`config.mk`:
```
export PLATFORM = sky130hd
export DESIGN_NAME = bsp_div
export DESIGN_NICKNAME = d
export VERILOG_FILES = /design/src/bsp_pkg.sv /design/src/bsp_div.sv
export SDC_FILE = /design/constraint.sdc
export NUM_CORES = 1
export LEC_CHECK = 0
export ABC_AREA = 1
export BUFFER_PORTS_ARGS = -buffer_cell sky130_fd_sc_hd__clkbuf_2
export CORE_AREA = 2 2 91 84
export CTS_CLUSTER_DIAMETER = 60
export CTS_CLUSTER_SIZE = 28
export DETAILED_ROUTE_END_ITERATION = 7
export DIE_AREA = 0 0 93 86
export PLACE_DENSITY = 0.81
export SETUP_SLACK_MARGIN = 0.1
export SYNTH_ARGS = -nofsm -noshare
export SYNTH_HDL_FRONTEND = slang
export SYNTH_SLANG_ARGS = --single-unit
```
`constraint.sdc`:
```
create_clock -name clk_i -period 2 [get_ports clk_i]
set_clock_uncertainty 0.15 [all_clocks]
set_input_delay 0.1 -clock clk_i [delete_from_list [all_inputs] [get_ports clk_i]]
set_output_delay 0.1 -clock clk_i [all_outputs]
set_load 0.05 [all_outputs]
```
`src/bsp_pkg.sv`:
```
// Shared types and constants for the quadratic B-spline curve evaluator.
package bsp_pkg;

  localparam int unsigned COORD_W    = 32;
  localparam int unsigned IDX_W      = 6;
  localparam int unsigned SAMP_W     = 16;
  localparam int unsigned NCTL_W     = 7;
  localparam int unsigned CFG_IDX_W  = 1;
  localparam int unsigned CFG_DATA_W = 16;

  typedef enum logic [CFG_IDX_W-1:0] {
    CFG_NUM_CONTROL = 1'b0,
    CFG_NUM_SAMPLES = 1'b1
  } cfg_reg_e;

  typedef enum logic {
    REQ_WRITE = 1'b0,
    REQ_EVAL  = 1'b1
  } req_e;

  typedef enum logic {
    ST_OK    = 1'b0,
    ST_RANGE = 1'b1
  } status_e;

  typedef struct packed {
    logic signed [COORD_W-1:0] x;
    logic signed [COORD_W-1:0] y;
    logic signed [COORD_W-1:0] z;
  } point_t;

endpackage

```
`src/bsp_div.sv`:
```
// Bit-serial restoring divider forming floor(num * 2^FRAC_BITS / den) for num < den.
module bsp_div #(
  parameter int unsigned FRAC_BITS = 16
) (
  input  logic                          clk_i,
  input  logic                          rst_ni,
  input  logic                          start_i,
  input  logic [bsp_pkg::SAMP_W-1:0]    num_i,
  input  logic [bsp_pkg::SAMP_W-1:0]    den_i,
  output logic                          done_o,
  output logic [FRAC_BITS-1:0]          quo_o
);
  import bsp_pkg::*;

  localparam int unsigned CW = $clog2(FRAC_BITS + 1);

  logic [SAMP_W-1:0]    rem_q, rem_d;
  logic [SAMP_W-1:0]    den_q;
  logic [FRAC_BITS-1:0] quo_q;
  logic [CW-1:0]        cnt_q;
  logic                 run_q, done_q;
  logic [SAMP_W:0]      rem2;
  logic                 qbit;

  always_comb begin
    rem2 = {rem_q, 1'b0};
    qbit = (rem2 >= {1'b0, den_q});
    rem_d = qbit ? SAMP_W'(rem2 - {1'b0, den_q}) : rem2[SAMP_W-1:0];
  end

  always_ff @(posedge clk_i or negedge rst_ni) begin
    if (!rst_ni) begin
      run_q  <= 1'b0;
      done_q <= 1'b0;
      cnt_q  <= '0;
    end else begin
      done_q <= run_q && (cnt_q == CW'(1));
      if (start_i) begin
        run_q <= 1'b1;
        cnt_q <= CW'(FRAC_BITS);
      end else if (run_q) begin
        cnt_q <= cnt_q - CW'(1);
        if (cnt_q == CW'(1)) begin
          run_q <= 1'b0;
        end
      end
    end
  end

  always_ff @(posedge clk_i) begin
    if (start_i) begin
      rem_q <= num_i;
      den_q <= den_i;
    end else if (run_q) begin
      rem_q <= rem_d;
      quo_q <= {quo_q[FRAC_BITS-2:0], qbit};
    end
  end

  assign done_o = done_q;
  assign quo_o  = quo_q;
endmodule

```
==> reports/qor.csv <==
metric;value;unit
status;finished, violations left;
failing checks;negative setup slack;
CORE AREA;6970;sq um
CP endpoint;rem_q[12]$_DFFE_PP_;
Wirelength per Cell;15.5;microns
CP max stage delay;0.47;ns
#FFs+latches synth;55;
CTS H-Tree Depth;2;
Net Sw Power;3170;uW
Synth Cell Area;3440;sq um
DRT iter0 DRCs;276;
Worst path top cell family by delay;simple AND/OR/NAND/NOR gates;
combinational share of power;0.662;
Die X;93;microns
Initial Util;0.494;
total clock sinks;55;
first-pass iteration count of the detailed router;5;
# DRC;0;
Pleak;0.00250;uW
Slowest cell on crit path;edfxtp_1;
P per Cell Area;1380;nW/um^2
CTS tree;built;
NumNets Final;608;
Routed Antenna Nets;0;
routed via count;3310;
clock slew at reported path FFs;0.11;ns
post-route minimum period;2.29;ns
Post-Syn Instances;403;
crit-path cells;ha_4 > nand2_1 > nor2_2 > nand3_2 > nand3_4 > nand2_8 > nand2_4 > nand2_1 > nand3_1 > nand2_1;
io pins;52;
Antenna Cells;0;
Synth-to-Final Area Change;52.1;%
most area-hungry cell type in the Yosys netlist;edfxtp_1;
Final Hold Violating Endpoints;0;
Setup CP Type;reg2reg;
critical path arrival;2.23;ns
PnR worst setup slack;-0.288;ns
max_cap viols;0;
RePlAce Congestion;0.898;
switch share;0.439;
Die ar.;8000;sq um
Max Clock Freq;437;MHz
first-pass GRT wire length;15100;microns
Seq pwr share;0.244;
Reg2Reg Depth;10;
WL final;10000;microns
hold slack final;0.0132;ns
Startpoint Class;flop;
CP required;1.94;ns
Fillers;480;
synth top area cells;edfxtp_1 42%, nand2_1 14%, inv_1 7.3%;
largest net degree at the start of global routing;21;
Die Ht;86;microns
Clock Tree Root;clkbuf_8;
final setup vio count;17;
unrepaired setup endpoints after global routing;yes;
DR vias/cell;5.11;
share of cells above drive strength 1;0.416;
clock buffer depth;2;
syn avg cell area;8.53;sq um
r2r startpoint;rem_q[1]$_DFFE_PP_;
Critical Path Fanout Max;6;
slew of the pin with the lowest slew margin;0.470;ns
setup TNS;-4.10;ns
crit path launch;rem_q[1]$_DFFE_PP_;
max_slew headroom;0.686;
Netlist cell types;34;
fin crit share;1.14;
DP Wirelength;6240;microns
cell mode on critical path;nand2_1;
number of global-route vias before repair;3201;
Crit. path cell count;10;
yosys warns;0;
syn nets;457;
Hold Crit Class;in2reg;
r2r endpoint;rem_q[12]$_DFFE_PP_;
Slew Limit Fails;0;
Port Buffer Count;51;
clock share of power;0.094;
Remaining Overflow, GRT;0;
cell row count;29;
Buf+Inv Stages, Crit Path;0;
Num CTS Buffers;5;
Seq/Total Area, Yosys;0.470;
antenna violations before repair;0;
Synth top area share;0.419;
GRT Overall Usage;0.242;
Clock Latency Late Sink;0.32;ns
maximum VDD drop;0.738;mV
Worst R2R Setup Slack;-0.29;ns
Internal;4040;uW
CP Capture Type;flop;
==> cell usage after synthesis <==
master / count
inv_1: 67
fa_1: 1
ha_1: 18
buf_4: 2
o22ai_1: 1
or2_2: 1
nor3_4: 1
nor4_1: 1
nand3_2: 2
dfrtp_1: 7
o21bai_1: 1
o21ai_0: 4
and2_1: 1
nand3_1: 35
nand2_2: 15
clkbuf_1: 2
nor2_1: 14
nand3b_1: 12
edfxtp_1: 48
buf_12: 1
xnor2_1: 4
buf_6: 2
nand2_1: 130
nor2_4: 3
nor2_8: 1
xor2_1: 2
a21oi_1: 10
inv_2: 3
nand4_1: 6
nand2_8: 1
nor2_2: 3
nand2_4: 1
or2_1: 1
nor3_1: 2
==> routing by layer <==
layer,vias to the layer above,part of all wire,global-route usage
met5,-,0,0
met1,1525,0.42,0.309
li1,1601,-,-
met4,0,0.031,0.0668
met3,34,0.057,0.0395
met2,150,0.49,0.428
==> per-stage QoR <==
stage           util  std cells  instance area [sq um]  setup slack (ns)  power, uW
3_3_place_gp   0.630        586                   4390            -0.158       5410
6_report       0.751        648                   5230            -0.288       7210
4_1_cts        0.722        639                   5030            -0.121       6620
2_1_floorplan      -        403                   3700            0.0553       4380
3_5_place_dp   0.630        586                   4390            -0.196       5520
5_1_grt        0.751        648                   5230            -0.345       7620
==> layout by cell type, fill, tap and decap left out, types with 2 or more instances in the layout <==
| master | n |
|---|---|
| nand2_1 | 100 |
| inv_1 | 54 |
| buf_4 | 53 |
| clkbuf_2 | 51 |
| edfxtp_1 | 48 |
| nand2_2 | 35 |
| dlygate4sd3_1 | 34 |
| nand3_1 | 24 |
| inv_2 | 16 |
| ha_4 | 16 |
| nand3_2 | 12 |
| nor2_1 | 12 |
| nand3b_1 | 12 |
| nand2_4 | 11 |
| a21oi_1 | 9 |
| dfrtp_1 | 7 |
| nor2_4 | 6 |
| nand4_1 | 6 |
| clkbuf_8 | 6 |
| buf_6 | 5 |
| nand2_8 | 4 |
| xnor2_1 | 4 |
| o21ai_0 | 4 |
| buf_12 | 4 |
| nor2_2 | 2 |
| xor2_1 | 2 |
| ha_1 | 2 |
==> worst min path at each step <==
stage	endpoint	start	cells after the start
after detailed placement	cnt_q[3]$_DFFE_PN0P_	rst_ni	1
after global placement	cnt_q[3]$_DFFE_PN0P_	rst_ni	1
after global routing	den_q[0]$_DFFE_PP_	start_i	1
after floorplan	cnt_q[0]$_DFFE_PN0P_	rst_ni	0
final	den_q[15]$_DFFE_PP_	start_i	1
after CTS	den_q[0]$_DFFE_PP_	start_i	1
==> area by class of cell <==
cell class                 instances  area [sq um]  area share
clock buffer                       6          82.6      0.0158
clock inverter                     2          15.0     0.00287
inverter                          70           263      0.0503
multi-input combinational        274          1980       0.379
sequential                        55          1620       0.309
tap                               93           116      0.0223
timing repair buffer             148          1150       0.221
==> logic make-up (layout without fill, tap and decap cells) <==
group | Yosys count | count (layout) | synth area share
AO/OA/AOI/OAI | 16 | 16 | 0.0244
buffers and inverters | 77 | 226 | 0.0953
AND/OR/NAND/NOR | 230 | 233 | 0.324
adder cells (fa/ha/maj) | 19 | 19 | 0.0713
flip-flops | 55 | 55 | 0.470
XOR/XNOR | 6 | 6 | 0.0153
==> registers in the layout (all words and copies together), names as in the netlist <==
register / flops
run_q: 1
quo_o: 16
den_q: 16
rem_q: 16
cnt_q: 5
done_o: 1
==> power by group through the flow <==
stage          sequential, uW  combinational, uW  clock (uW)
2_1_floorplan            1880               2500           0
5_1_grt                  1790               5110         726
6_report                 1760               4770         679
3_5_place_dp             1780               3740           0
4_1_cts                  1750               4180         691
3_3_place_gp             1760               3640           0
==> repair_timing <==
item,in CTS,in global routing
resized for setup,25,39
buffers inserted,8,8
pin swaps,21,24
hold endpoints to repair,39,0
gates cloned,3,1
hold buffers,34,0
endpoints found under the setup margin,17,17
No activity file was read; power rests on OpenSTA's default activity.
